$ cat src/hw/rtl/hmq_pkg.sv
`default_nettype none
package hmq_pkg;

  localparam int unsigned Capacity = 64;
  localparam int unsigned IdxW     = 6;
  localparam int unsigned CntW     = 7;
  localparam int unsigned IdW      = 8;
  localparam int unsigned KeyW     = 32;

  // operation codes
  localparam logic [2:0] MODE_INSERT  = 3'd0;
  localparam logic [2:0] MODE_UPDATE  = 3'd1;
  localparam logic [2:0] MODE_EXTRACT = 3'd2;
  localparam logic [2:0] MODE_CLEAR   = 3'd3;
  localparam logic [2:0] MODE_LOOKUP  = 3'd4;

  // status codes
  localparam logic [2:0] ST_OK        = 3'd0;
  localparam logic [2:0] ST_EMPTY     = 3'd1;
  localparam logic [2:0] ST_FULL      = 3'd2;
  localparam logic [2:0] ST_NO_IDS    = 3'd3;
  localparam logic [2:0] ST_ABSENT    = 3'd4;

  // configuration register indexes
  localparam logic CFG_HAS_IDS     = 1'b0;
  localparam logic CFG_SIGNED_KEYS = 1'b1;

  typedef struct packed {
    logic [2:0]      mode;
    logic [IdW-1:0]  item_id;
    logic [KeyW-1:0] key_value;
  } hmq_req_t;

  typedef struct packed {
    logic [2:0]      status;
    logic [IdW-1:0]  out_id;
    logic            out_id_valid;
    logic [KeyW-1:0] out_key;
    logic [IdxW-1:0] out_position;
    logic [CntW-1:0] entry_count;
    logic            is_empty;
  } hmq_rsp_t;

  typedef struct packed {
    logic [IdW-1:0]  id;
    logic [KeyW-1:0] key;
  } hmq_entry_t;

endpackage
`default_nettype wire

$ cat src/hw/rtl/hmq_key_cmp.sv
`default_nettype none
module hmq_key_cmp (
  input  wire logic [hmq_pkg::KeyW-1:0] a_i,
  input  wire logic [hmq_pkg::KeyW-1:0] b_i,
  input  wire logic                     signed_i,
  output logic                          less_o
);
  import hmq_pkg::*;

  logic [KeyW-1:0] a_adj, b_adj;

  // flip sign bits so one unsigned compare serves both orderings
  always_comb begin
    a_adj = a_i;
    b_adj = b_i;
    a_adj[KeyW-1] = a_i[KeyW-1] ^ signed_i;
    b_adj[KeyW-1] = b_i[KeyW-1] ^ signed_i;
    less_o = a_adj < b_adj;
  end

endmodule
`default_nettype wire

$ cat config.mk
export PLATFORM = sky130hd
export DESIGN_NAME = hmq_key_cmp
export DESIGN_NICKNAME = d
export VERILOG_FILES = /design/src/hw/rtl/hmq_pkg.sv /design/src/hw/rtl/hmq_key_cmp.sv
export SDC_FILE = /design/constraint.sdc
export NUM_CORES = 1
export LEC_CHECK = 0
export BUFFER_PORTS_ARGS = -buffer_cell sky130_fd_sc_hd__buf_2
export CAP_MARGIN = 25
export CELL_PAD_IN_SITES_DETAIL_PLACEMENT = 0
export CELL_PAD_IN_SITES_GLOBAL_PLACEMENT = 1
export CORE_MARGIN = 10
export CORE_UTILIZATION = 28
export DETAILED_ROUTE_END_ITERATION = 8
export GPL_TIMING_DRIVEN = 0
export PLACE_DENSITY_LB_ADDON = 0.25
export SLEW_MARGIN = 25
export SYNTH_ARGS = -nofsm -noshare
export SYNTH_HDL_FRONTEND = slang
export SYNTH_SLANG_ARGS = --single-unit
$ cat constraint.sdc
create_clock -name vclk -period 3.8
set_input_delay 0.57 -clock vclk [all_inputs]
set_output_delay 0.57 -clock vclk [all_outputs]
set_load 0.02 [all_outputs]
==> impl_metrics.csv <==
group,metric,value,unit
pwr,p_sw,51.1,µW
detailed_routing,route.detailed.drc,0,
synth,yosys_warnings,0,
synth,synth_area,795,µm²
detailed_routing,dr.pass1.iters,6,
clock_network,cts_hold_buffers,0,
floorplan,die_area,5370,µm²
placement,gp_congestion,0.717,
layout,final_cell_mix,"66 x buf_2, 31 x inv_1, 31 x ha_1",
synth,synth_cell_types,19,
pwr,power_frac_comb,100.0,%
detailed_routing,avgRoutedWirePerCell,11.2,µm
setup_path,cp_max_fo,3,
timing,worst_pin_slew,233,ps
global_routing,grt.overflow.total,0,
global_routing,grt_usage,8.27,%
placement,dp_hpwl,2320,µm
outcome,status,"finished clean",
synth,syn_inst,112,
detailed_routing,vias_per_cell,4.50,
floorplan,chipWidth,73.3,µm
setup_path,critPathKind,"input pin to output port",
timing,setup_viol,0,
detailed_routing,vias,940,
min_path,hold_path_class,"input pin to output port",
floorplan,ioPinCount,66,
global_routing,grt_pass1_wl,3920,µm
timing,fmax,0.376,GHz
layout,instances_no_fill,209,
synth,syn_nets,208,
pwr,pwr-share-seq,0,%
setup_path,crit_required,3230,ps
global_routing,grt_max_degree,4,
pwr,p_int,60.0,µW
pwr,ir_drop,0.0506,mV
synth,avgSynthCellArea,7.09,µm²
timing,finalHoldViolCount,0,
global_routing,antenna_found_initial,0,
pwr,powerDensity,95.5,nW/µm²
floorplan,start_util,29.1,%
placement,port_buffers,66,
placement,dp_cells,209,
setup_path,start_kind,"input pin",
layout,finalInstanceArea,1160,µm²
layout,drive_gt1_share,37.6,%
layout,antenna_cells,0,
synth,seq_area_frac_synth,0,%
placement,post_dp_cell_area,1160,µm²
pwr,switching_share,46.0,%
pwr,p_leak,0.766,nW
timing,tns,0,ps
floorplan,die_y,73.3,µm
pwr,power,111,µW
pwr,clock_power_share,0,%
detailed_routing,drtAntennaViolNets,0,
detailed_routing,drt-total-wl,2340,µm
clock_network,post_cts_buffers,0,
timing,slew_violations,0,
clock_network,ctsResizeCount,0,
detailed_routing,drtIter0Drc,23,
global_routing,grt_pass1_vias,1002,
timing,period_needed,2660,ps
floorplan,rows,19,
layout,clkbuf_count,0,
layout,final_nets,276,
setup_path,end_kind,"output port",
layout,seq_cell_count,0,
timing,rsz0062_at_grt,"no",
timing,finalHoldWorstSlack,1660,ps
layout,final_common_cell,"buf_2",
flow_run,cap_violations,0,
timing,slew-limit-headroom,84.4,%
setup_path,critPathArrivalTime,2090,ps
timing,fin_crit_sh,70.0,%
layout,seq_area,0,µm²
floorplan,core_region_area,2730,µm²
layout,synthToLayoutAreaGrowth,46.5,%
per-layer routing:
metal	routed length, µm	up-vias	track usage, %
li1	-	516	-
met1	924	385	8.83
met2	1150	39	15.8
met3	268	0	3.10
met4	0	0	0
met5	0	-	0
worst paths after layout:
path	cells after the start	slack, ps	end	start
worst max-delay path	8	1140	less_o	b_i[14]
worst min-delay path	6	1660	less_o	a_i[15]
critical path: stages:
cell      delay (ps)
buf_2             70
inv_1             30
ha_1             290
nand4_1          150
or4_1            560
o211ai_2         180
a21oi_1           70
buf_2            160
metrics by stage:
stage / setup WS (ps) / util (%)
3_5_place_dp: 1120 / 42.6
6_report: 1140 / 42.6
4_1_cts: 1120 / 42.6
5_1_grt: 1040 / 42.6
3_3_place_gp: 1130 / 42.6
2_1_floorplan: 1320 / -
power by group through the flow:
stage / sequential (mW) / combinational (mW) / clock [mW]
5_1_grt: 0 / 0.133 / 0
4_1_cts: 0 / 0.114 / 0
2_1_floorplan: 0 / 0.0632 / 0
6_report: 0 / 0.111 / 0
3_3_place_gp: 0 / 0.109 / 0
3_5_place_dp: 0 / 0.113 / 0
cell type report:
type | instances | area (µm²)
multi-input cells | 81 | 678
repair buffers | 66 | 330
fillers | 293 | 1570
inverters | 31 | 116
well taps | 31 | 38.8
cell usage after synthesis:
cell type  count  area (µm²)
a21o_1         2        15.0
o211ai_2       1        12.5
nand3_1        2        10.0
ha_1          31         388
inv_1         31         116
o2bb2ai_1      1        8.76
o21a_1         2        15.0
xnor2_1        1        8.76
a221oi_1       2        17.5
nor2_1         3        11.3
a21oi_1       12        60.1
xor2_1         1        8.76
nand2_1       10        37.5
o21ai_0        5        25.0
and4_1         3        26.3
a2bb2oi_1      1        8.76
or4_1          1        7.51
nor3_1         1        5.00
nand4_1        2        12.5
kinds of logic (layout without fill, tap and decap cells):
kind of cell    count (synthesis)  count (layout)  synth area share [%]
fa+ha+maj                      31              31                  48.8
xor+xnor                        2               2                  2.21
buf+inv                        31              97                  14.6
compound gates                 26              26                  20.5
simple gates                   22              22                  13.9
Note: power is estimated with default switching activity, not from simulation.
