File: src/hw/rtl/hmq_pkg.sv
`default_nettype none
package hmq_pkg;

  localparam int unsigned Capacity = 64;
  localparam int unsigned IdxW     = 6;
  localparam int unsigned CntW     = 7;
  localparam int unsigned IdW      = 8;
  localparam int unsigned KeyW     = 32;

  // operation codes
  localparam logic [2:0] MODE_INSERT  = 3'd0;
  localparam logic [2:0] MODE_UPDATE  = 3'd1;
  localparam logic [2:0] MODE_EXTRACT = 3'd2;
  localparam logic [2:0] MODE_CLEAR   = 3'd3;
  localparam logic [2:0] MODE_LOOKUP  = 3'd4;

  // status codes
  localparam logic [2:0] ST_OK        = 3'd0;
  localparam logic [2:0] ST_EMPTY     = 3'd1;
  localparam logic [2:0] ST_FULL      = 3'd2;
  localparam logic [2:0] ST_NO_IDS    = 3'd3;
  localparam logic [2:0] ST_ABSENT    = 3'd4;

  // configuration register indexes
  localparam logic CFG_HAS_IDS     = 1'b0;
  localparam logic CFG_SIGNED_KEYS = 1'b1;

  typedef struct packed {
    logic [2:0]      mode;
    logic [IdW-1:0]  item_id;
    logic [KeyW-1:0] key_value;
  } hmq_req_t;

  typedef struct packed {
    logic [2:0]      status;
    logic [IdW-1:0]  out_id;
    logic            out_id_valid;
    logic [KeyW-1:0] out_key;
    logic [IdxW-1:0] out_position;
    logic [CntW-1:0] entry_count;
    logic            is_empty;
  } hmq_rsp_t;

  typedef struct packed {
    logic [IdW-1:0]  id;
    logic [KeyW-1:0] key;
  } hmq_entry_t;

endpackage
`default_nettype wire

File: src/hw/rtl/hmq_pos_ram.sv
`default_nettype none
module hmq_pos_ram (
  input  wire logic                     clk_i,
  input  wire logic                     we_i,
  input  wire logic [hmq_pkg::IdW-1:0]  wa_i,
  input  wire logic [hmq_pkg::IdxW-1:0] wd_i,
  input  wire logic [hmq_pkg::IdW-1:0]  ra_i,
  output logic [hmq_pkg::IdxW-1:0]      rd_o
);
  import hmq_pkg::*;

  logic [IdxW-1:0] mem [2**IdW];

  // id to slot map, registered read
  always_ff @(posedge clk_i) begin
    if (we_i) begin
      mem[wa_i] <= wd_i;
    end
    rd_o <= mem[ra_i];
  end

endmodule
`default_nettype wire

File: config.mk
export PLATFORM = sky130hd
export DESIGN_NAME = hmq_pos_ram
export DESIGN_NICKNAME = d
export VERILOG_FILES = /design/src/hw/rtl/hmq_pkg.sv /design/src/hw/rtl/hmq_pos_ram.sv
export SDC_FILE = /design/constraint.sdc
export NUM_CORES = 1
export LEC_CHECK = 0
export BUFFER_PORTS_ARGS = -buffer_cell sky130_fd_sc_hd__buf_2
export CELL_PAD_IN_SITES_DETAIL_PLACEMENT = 1
export CELL_PAD_IN_SITES_GLOBAL_PLACEMENT = 2
export CORE_MARGIN = 2
export CORE_UTILIZATION = 45
export CTS_BUF_LIST = sky130_fd_sc_hd__clkbuf_2 sky130_fd_sc_hd__clkbuf_4 sky130_fd_sc_hd__clkbuf_8
export DETAILED_ROUTE_END_ITERATION = 7
export PLACE_DENSITY_LB_ADDON = 0.1
export SYNTH_ARGS = -nofsm -noshare
export SYNTH_HDL_FRONTEND = slang
export SYNTH_SLANG_ARGS = --single-unit
File: constraint.sdc
create_clock -name clk_i -period 6.45 [get_ports clk_i]
set_input_delay 0.3225 -clock clk_i [delete_from_list [all_inputs] [get_ports clk_i]]
set_output_delay 0.3225 -clock clk_i [all_outputs]
set_load 0.01 [all_outputs]
==> results.txt, run 1 <==
The logs give 4 for the maximum buffer depth of the clock tree and 20.9 nW for the static leakage. For the HPWL reported at the end of detailed placement, the log shows 106000 um. The number of clock buffers added by TritonCTS is 278.

Cell internal power was estimated by the tool at 0.0162 W. Routability-driven placement finished with a final weighted congestion of 0.848. Total routing usage reported by global routing: 25.7%. The layout has 11800 filler cells. Path type of the worst min-delay path: input pin to register.

Yosys mapped a number of flops with a built-in enable equal to 1536. For this configuration, the core starts out at a cell density of 45.2%. The largest family of logic cells by synthesized area was multiplexers. Input and output buffers added on the ports amount to 29.

Clock latency on the worst-skew pair, taken at its later pin, is 1.02 ns. After floorplanning, the core was sized to cover 133000 um2. The library cells used most frequently in the layout, excluding fill and tap cells, are sky130_fd_sc_hd__edfxtp_1, sky130_fd_sc_hd__mux4_2, sky130_fd_sc_hd__clkbuf_8. The tool flagged a number of max-cap violations equal to 0. The floorplan die area is 136000 um2. For the synthesis warning total, the log shows 0. The tools report the overall power of the completed layout as 0.0209 W. The share of the synthesized netlist area taken by xor and xnor gates was 0%; the top-level port count was 30. In this run switching power makes up 22.3% of total power.

Setup violations remaining at the end of the flow were counted as 0. Dividing the final minimum period by the clock period gives 50.5%. The worst setup path is captured at a register.

The number of distinct library cell variants in the gate-level netlist after synthesis is 49. Registers are responsible for 53.0% of the overall power. The critical path arrival is 4.16 ns, and the die span in x is 369 um. The final hold violation count came out at 0.

The share of synthesized area spent on multiplexers is 14.6%. The number of setup buffers added after CTS is 0. The detailed router finished its first iteration with 3035 violations.

After Yosys synthesis, and, or, nand and nor cells account for 3.58% of the synthesized area. The number of routed nets with antenna violations came out at 0. The run gives 197 as the maximum number of pins on one net before global-route repair. For the flip-flop and latch area, the log shows 46200 um2.

TritonCTS built the clock tree. Summing the areas of all fa, ha and maj instances in the mapped netlist gives 0% of the synthesized area. For the via count of the first global-routing pass, the log shows 33000. Synthesis handed over a netlist of 2964 instances.

The run gives 0 as the total grt overflow. The ratio of cells with drive above 1 in the final layout was 25.7%; the clock sink total was 1542. The first global-routing pass estimated 247000 um of wire.

The share of flip-flops with an asynchronous set or reset after synthesis was 0%; the share of the synthesized area in compound gates (AO/OA/AOI/OAI) was 3.30%. Across the routed clock network, the largest skew measured is 0.0370 ns. The average size of a mapped cell came out at 20.3 um2. Leaving out fill and tap cells, the most frequent cell in the layout is sky130_fd_sc_hd__edfxtp_1.

Synthesis produced a netlist with a net count of 2988. For the post-detailed-route DRC marker count, the log shows 0. The cell sitting at the root of the clock tree is a sky130_fd_sc_hd__clkbuf_8.

Nature of the critical path startpoint: an input pin. In this run, synthesis produced a sequential element count of 1542. Before CTS, the worst setup slack after placement is 2.28 ns. Data on the critical path is required at its endpoint by 7.35 ns. The initial antenna violation count is 16, and the final design area excluding fillers is 67400 um2. sky130_fd_sc_hd__edfxtp_1 takes more of the synthesized area than any other cell. The portion of total power attributed to the clock network was 42.1%; the vias after detailed routing was 30800.

Combinational cells account for 4.9% of the total power. After detailed routing, the total wire length is 172000 um. The area added between synthesis and finish came out at 12.2%. Dividing the detail-routed wire length by the instance count gives 33.6 um. The net count of the finished layout is 3188. The H-tree was split into 5 levels.

Top cell type's share of synthesized area: 76.8%. The clock period could shrink to 3.26 ns. The cell area that synthesis handed to floorplanning was 60100 um2. Number of standard-cell rows in the floorplan: 134. Setup repair after global routing left no endpoint under its margin. Fmax: 0.307 GHz. The run finished with clean final reports. The critical setup path kind is input pin to register.

Yosys attributes the largest share of cell area to sky130_fd_sc_hd__edfxtp_1, sky130_fd_sc_hd__mux4_2, sky130_fd_sc_hd__nor2_1. For this run, the detailed router's first-pass iteration total came to 5. Summed negative setup slack over all endpoints: 0 ns. The worst relative slew slack came out at 15.8%.

The worst-path maximum fanout was 18; the peak supply drop was 0.249 mV. The mean number of vias per cell works out to 6.02. Power spread over the standard cell area amounts to 310 nW/um2. Measured along the y axis, the die boundary spans 369 um. The run gives 12900 um2 as the footprint of the multi-input gates. Among all flip-flop cells after synthesis, the most frequent one is sky130_fd_sc_hd__edfxtp_1. The clock input transition at the sequential cells of the worst setup and hold paths was 0.06 ns; the actual slew at the worst max-slew pin was 1.25 ns. In this run the cell area measured after placement is 62200 um2. Sequential cells were found to cover 77.0% of the synthesized design area.

For this design the total switching power over the nets is 0.00466 W. The worst path meets setup with 3.19 ns of slack. The final max-slew violation count was 0.
[per-layer routing]
layer  global-route usage, %  wire length [um]  vias to the layer above
met2                    40.7             83300                     1125
li1                        -                 -                    12700
met4                    7.42              4420                        0
met5                       0                 0                        -
met1                    36.1             73500                    16700
met3                    5.53             11100                      293
[power groups by stage]
stage | Sequential (W) | Combinational, W | Clock, W
after CTS | 0.0111 | 0.00103 | 0.00897
after floorplan | 0.0113 | 0.000526 | 0
after detailed placement | 0.0113 | 0.00103 | 0
final | 0.0111 | 0.00102 | 0.00879
after global routing | 0.0111 | 0.00108 | 0.00941
after global placement | 0.0113 | 0.00101 | 0
[cell type report]
class                           instances  share of cell area, %
Multi-Input combinational cell       1238                   19.2
Clock inverter                         84                  0.763
Clock buffer                          375                   6.87
Inverter                                5                 0.0278
Sequential cell                      1542                   68.6
Timing Repair Buffer                   99                   1.29
Tap cell                             1768                   3.28
Antenna cell                           10                 0.0371
[cells in the mapped netlist (9+ instances only)]
cell type and count:
sky130_fd_sc_hd__a221oi_1 14, sky130_fd_sc_hd__and2_1 13, sky130_fd_sc_hd__nor3_1 16, sky130_fd_sc_hd__buf_4 28, sky130_fd_sc_hd__mux4_2 331, sky130_fd_sc_hd__o21ai_0 34
sky130_fd_sc_hd__a211oi_1 12, sky130_fd_sc_hd__o221ai_1 28, sky130_fd_sc_hd__nor2_1 291, sky130_fd_sc_hd__buf_6 13, sky130_fd_sc_hd__nand3_1 46, sky130_fd_sc_hd__nand2_1 72
sky130_fd_sc_hd__a21oi_1 45, sky130_fd_sc_hd__nand4_1 9, sky130_fd_sc_hd__mux2i_1 107, sky130_fd_sc_hd__edfxtp_1 1536, sky130_fd_sc_hd__o22ai_1 23, sky130_fd_sc_hd__nor4_1 9
sky130_fd_sc_hd__a22oi_1 79, sky130_fd_sc_hd__clkbuf_1 96, sky130_fd_sc_hd__buf_2 34, sky130_fd_sc_hd__nor2b_1 19, sky130_fd_sc_hd__mux2_2 21
[stage by stage]
stage	hold WS (ns)	utilization (%)	std cells
after floorplan	0.421	-	2964
after global placement	0.847	46.8	4645
after detailed placement	0.861	46.8	4647
after CTS	0.0240	50.7	5111
after global routing	0.0237	50.7	5117
final	0.00924	50.7	5121
[sequential cells by signal, summed over array words and instances (netlist names)]
register	flops
mem	1536
rd_o	6
[worst max-delay path, stage by stage]
cell	delay [ns]
sky130_fd_sc_hd__buf_2	0.45
sky130_fd_sc_hd__buf_4	0.35
sky130_fd_sc_hd__clkinv_1	0.82
sky130_fd_sc_hd__nand3_1	0.61
sky130_fd_sc_hd__o22ai_1	0.19
sky130_fd_sc_hd__nor4_1	0.41
sky130_fd_sc_hd__o21ai_0	0.56
sky130_fd_sc_hd__o221ai_1	0.39
[worst paths after layout]
| check | endpoint | cells past startpoint | slack, ns | start |
|---|---|---|---|---|
| worst max-delay path | rd_o[0] | 8 | 3.19 | ra_i[2] |
| worst min-delay path | mem[224][4] | 1 | 0.009 | wd_i[4] |
| worst max register to register | rd_o[0] | 5 | 3.54 | mem[31][0] |
| worst min register to register | rd_o[4] | 5 | 1.00 | mem[156][4] |
[repair_timing]
action,in CTS,in global routing
hold endpoints to repair,326,0
endpoints found under the setup margin,0,0
gates resized for setup,0,0
hold buffers,5,0
[logic make-up (layout without fill, tap and decap cells)]
group	Yosys count	after routing
multiplexers	459	459
buffers and inverters	184	563
flip-flops	1542	1542
AND/OR/NAND/NOR	498	498
other	0	10
AO/OA/AOI/OAI	281	281
(Power assumes the default switching activity.)
==> run 2: changes to the inputs <==
- ABC_AREA: default -> 1
- clock period: 6.45 -> 3.4 ns (I/O delays scaled with it)
==> run 2 against run 1 <==
  * Count of clock-buffer cells in the layout is 8 lower
  * Clock skew is 0.0093 ns higher
  * Hold slack better by 0.11 ns
  * Utilization is 0.099 points higher
  * Sequential power is 89% higher
  * Sequential share of layout area is 3.3 points lower
  * Non-clock buffer count is 129 higher
  * Setup slack worse by 2.8 ns
  * First-iteration DRC count is 20% higher
  * Largest cell class unchanged
  * Largest power group unchanged
==> results.txt, run 2 <==
Together, buffers and inverters on the worst path number 6. The flow ran to the end, and the final reports show no timing, DRC or antenna violations. The clock passes through at most 4 buffers. Number of storage elements in the synthesis netlist: 1542. Hold repair after CTS inserted 14 buffers. Buffers inserted during clock tree synthesis total 283. The logic depth of the worst register-to-register path was 12; the share of synthesized cell area in and, or, nand and nor gates was 23.3%. In this run the remaining antenna-violating nets after routing total 0.

The tools report the nature of the critical path startpoint as an input pin. The tools report the final design area excluding fillers as 70800 um2. The initial antenna violation count was 13. Leaving out fill and tap cells, the most frequent cell in the layout is sky130_fd_sc_hd__nand2_1. The number of distinct library cell variants in the gate-level netlist after synthesis was 14. For this run, the top clock speed supported by timing is 0.335 GHz. For the via count of the first global-routing pass, the log shows 43400. The cell seen most often among critical-path stages is sky130_fd_sc_hd__nand3_1. Final max-slew violation count: 0. The most used flip-flop cell after synthesis is sky130_fd_sc_hd__edfxtp_1. The register with the most flip-flops in the layout has 1536 of them. Data on the critical path arrives at its endpoint at 3.92 ns.

Sorting the synthesized cells by area gives the leading types as sky130_fd_sc_hd__edfxtp_1, sky130_fd_sc_hd__nand3_1, sky130_fd_sc_hd__nand2_1. Summing all placed instances gives a cell area of 65800 um2. The synthesized netlist devotes 0% of its cell area to compound gates. Once the floorplan was initialized, standard cells occupied 45.3% of the core. The top cell type by area accounts for 73.0% of the synthesized area.

The time the final worst path needs with I/O delays and setup is 2.99 ns. The signal on the critical path passes through buf_8 > inv_8 > buf_12 > buf_12 > nand2_1 > nand3_1 > nand3_1 > nand3_1 > nand3_1 > nand2_1 > nand2_1 > nand3_1 > nand3_1 > dlygate4sd3_1 > nand2_1 > dlygate4sd3_1. The tools report the final hold violation count as 0. The critical path runs through a total of 16 cells. The level count of the clock H-tree came out at 5. Critical setup path kind: input pin to register. The region available for standard cell placement spans 139000 um2.

After floorplanning, the core was divided into 137 placement rows. The synthesized design contains 1536 enable-type register cells. The net count after synthesis was 5410; the number of cells on the worst hold path was 5. In the final routed layout, each cell accounts on average for 25.3 um.

After clock tree synthesis, the clock-pin slew on the worst setup and hold paths is 0.06 ns. The first detailed-routing pass ran for 5 iterations. The post-detailed-route DRC marker count was 0; the HPWL reported at the end of detailed placement was 111000 um.

In this run the worst hold path is classified as input pin to register. The type of element capturing the critical path was a register. Wires add up to 191000 um.

Critical path's top delay family: buffers and inverters. Of the total synthesized cell area, the portion taken by full adders, half adders and majority gates is 0%. Between clock sinks in the finished design, the worst skew comes to 0.0462 ns. For this block, the initial DRC count from the detailed router was 3635. Routability-driven placement finished with a final weighted congestion of 0.812.

At the worst endpoint, the required time is 4.33 ns. Setup repair after global routing left no endpoint under its margin. Yosys instantiated no cell more often than sky130_fd_sc_hd__nand2_1.

The detailed router placed 42300 vias in this run. The run gives 283000 um as the global-route wire length before repair. For this design the ratio of total power to cell area is 558 nW/um2. The run gives 0 as the setup-violating endpoint count in the final report. Dividing the detail-routed via count by the number of cells gives 5.59.

Each instance of the synthesized netlist takes up on average 11.7 um2. For this run the aggregate overflow at the end of global routing stands at 0. The peak supply drop was 0.390 mV; the share of synthesized area spent on multiplexers was 0%.

Counting flops per register, the top entry is mem. Summed over all failing endpoints, the final setup total negative slack is 0 ns. By count the netlist is led by sky130_fd_sc_hd__nand2_1, sky130_fd_sc_hd__edfxtp_1, sky130_fd_sc_hd__nand3_1, sky130_fd_sc_hd__nor2_1, sky130_fd_sc_hd__buf_2. Maximum number of pins on one net before global-route repair: 121. For the max-capacitance violation count, the log shows 0. The tools report the synthesis warning total as 0. After clock tree synthesis, the repair step resized 0 gates. The tree is rooted in a sky130_fd_sc_hd__clkbuf_8.

The tools report the count of mapped cells out of synthesis as 5386. Summing the areas of all xor and xnor instances in the mapped netlist gives 0% of the synthesized area. The slowest library cell on the worst path is sky130_fd_sc_hd__dlygate4sd3_1.

Sequential elements use 73.2% of the synthesized area. Chip height: 379 um. On the worst path, the slowest cell contributes a delay of 0.60 ns.

The worst-path maximum fanout came out at 66. The actual slew at the worst max-slew pin works out to 0.971 ns. The share of flip-flops with an asynchronous set or reset after synthesis was 0%.

The layout has 14500 filler cells. Area added between synthesis and finish: 12.1%. Post-CTS timing repair inserted 0 buffers for setup.

After synthesis, the largest family of logic cells by area is simple AND/OR/NAND/NOR gates. The total routing usage reported by global routing is 26.8%. TritonCTS built the clock tree. The number of port buffers came out at 29.

The library cells used most frequently in the layout, excluding fill and tap cells, are sky130_fd_sc_hd__nand2_1, sky130_fd_sc_hd__edfxtp_1, sky130_fd_sc_hd__nand3_1. Clock sink total: 1542. During I/O placement, the number of pins put on the boundary was 30. For this design the static power due to leakage is 24.8 nW.

The tools report the number of nets in the finished design as 5553. Of the available clock period, the critical path in the final layout requires 87.9%. The area of the mapped netlist is 63200 um2, and the worst relative slew slack is 35.1%. The run gives 0.98 ns as the clock latency on the worst-skew pair. Cell type with the highest aggregate area in the netlist: sky130_fd_sc_hd__edfxtp_1.

The die span in x is 379 um, and the ratio of cells with drive above 1 in the final layout is 10.7%. In the final layout, the registers with the most flip-flops are mem x1536, rd_o x6. The floorplan step defined a die boundary enclosing 143000 um2.
run 2: power by group:
group | switching (W) | internal [W] | total (W)
Combinational | 0.00191 | 0.000636 | 0.00255
Sequential | 0.0000290 | 0.0210 | 0.0210
Clock | 0.00740 | 0.00859 | 0.0160
Total | 0.00934 | 0.0302 | 0.0395
run 2: metrics by stage:
stage	power, W	std cells	hold slack [ns]	util (%)	setup WS (ns)
finish	0.0395	7568	0.117	50.8	0.412
global route	0.0409	7565	0.102	50.8	0.406
CTS	0.0399	7564	0.0211	50.8	0.619
detailed placement	0.0239	7106	0.597	47.2	0.473
global placement	0.0239	7106	0.610	47.2	0.476
floorplan	0.0227	5386	0.269	-	1.84
run 2: area by class of cell:
cell class	count	area, um2	area share (%)
flip-flops and latches	1542	46200	65.3
multi-input cells	3435	14800	20.8
clock buffers	367	4550	6.43
repair buffers	228	2420	3.41
well taps	1876	2350	3.31
clock inverters	77	318	0.449
inverters	39	169	0.239
diodes	4	10.0	0.0141
run 2: metal layers:
layer | track usage [%] | up-vias | share of wire (%)
li1 | - | 19300 | -
met3 | 5.87 | 284 | 6.8
met2 | 42.1 | 1243 | 46
met1 | 37.4 | 21500 | 44
met4 | 8.17 | 4 | 2.6
met5 | 0 | - | 0.014
run 2: worst paths after layout:
path	from	to	slack, ns
worst min register to register	mem[2][3]	rd_o[3]	1.04
worst max-delay path	ra_i[0]	rd_o[4]	0.41
worst max register to register	mem[231][4]	rd_o[4]	0.52
worst min-delay path	wa_i[5]	mem[149][3]	0.12
run 2: worst register-to-register path, delay by kind of cell, from the launching register on:
family	cells	cell delay (ns)
buffers and inverters	2	1.14
flip-flops	1	0.36
AND/OR/NAND/NOR	10	1.31
run 2: cell families after synthesis:
group / count (synthesis)
buf+inv: 409
flops: 1542
simple gates: 3435
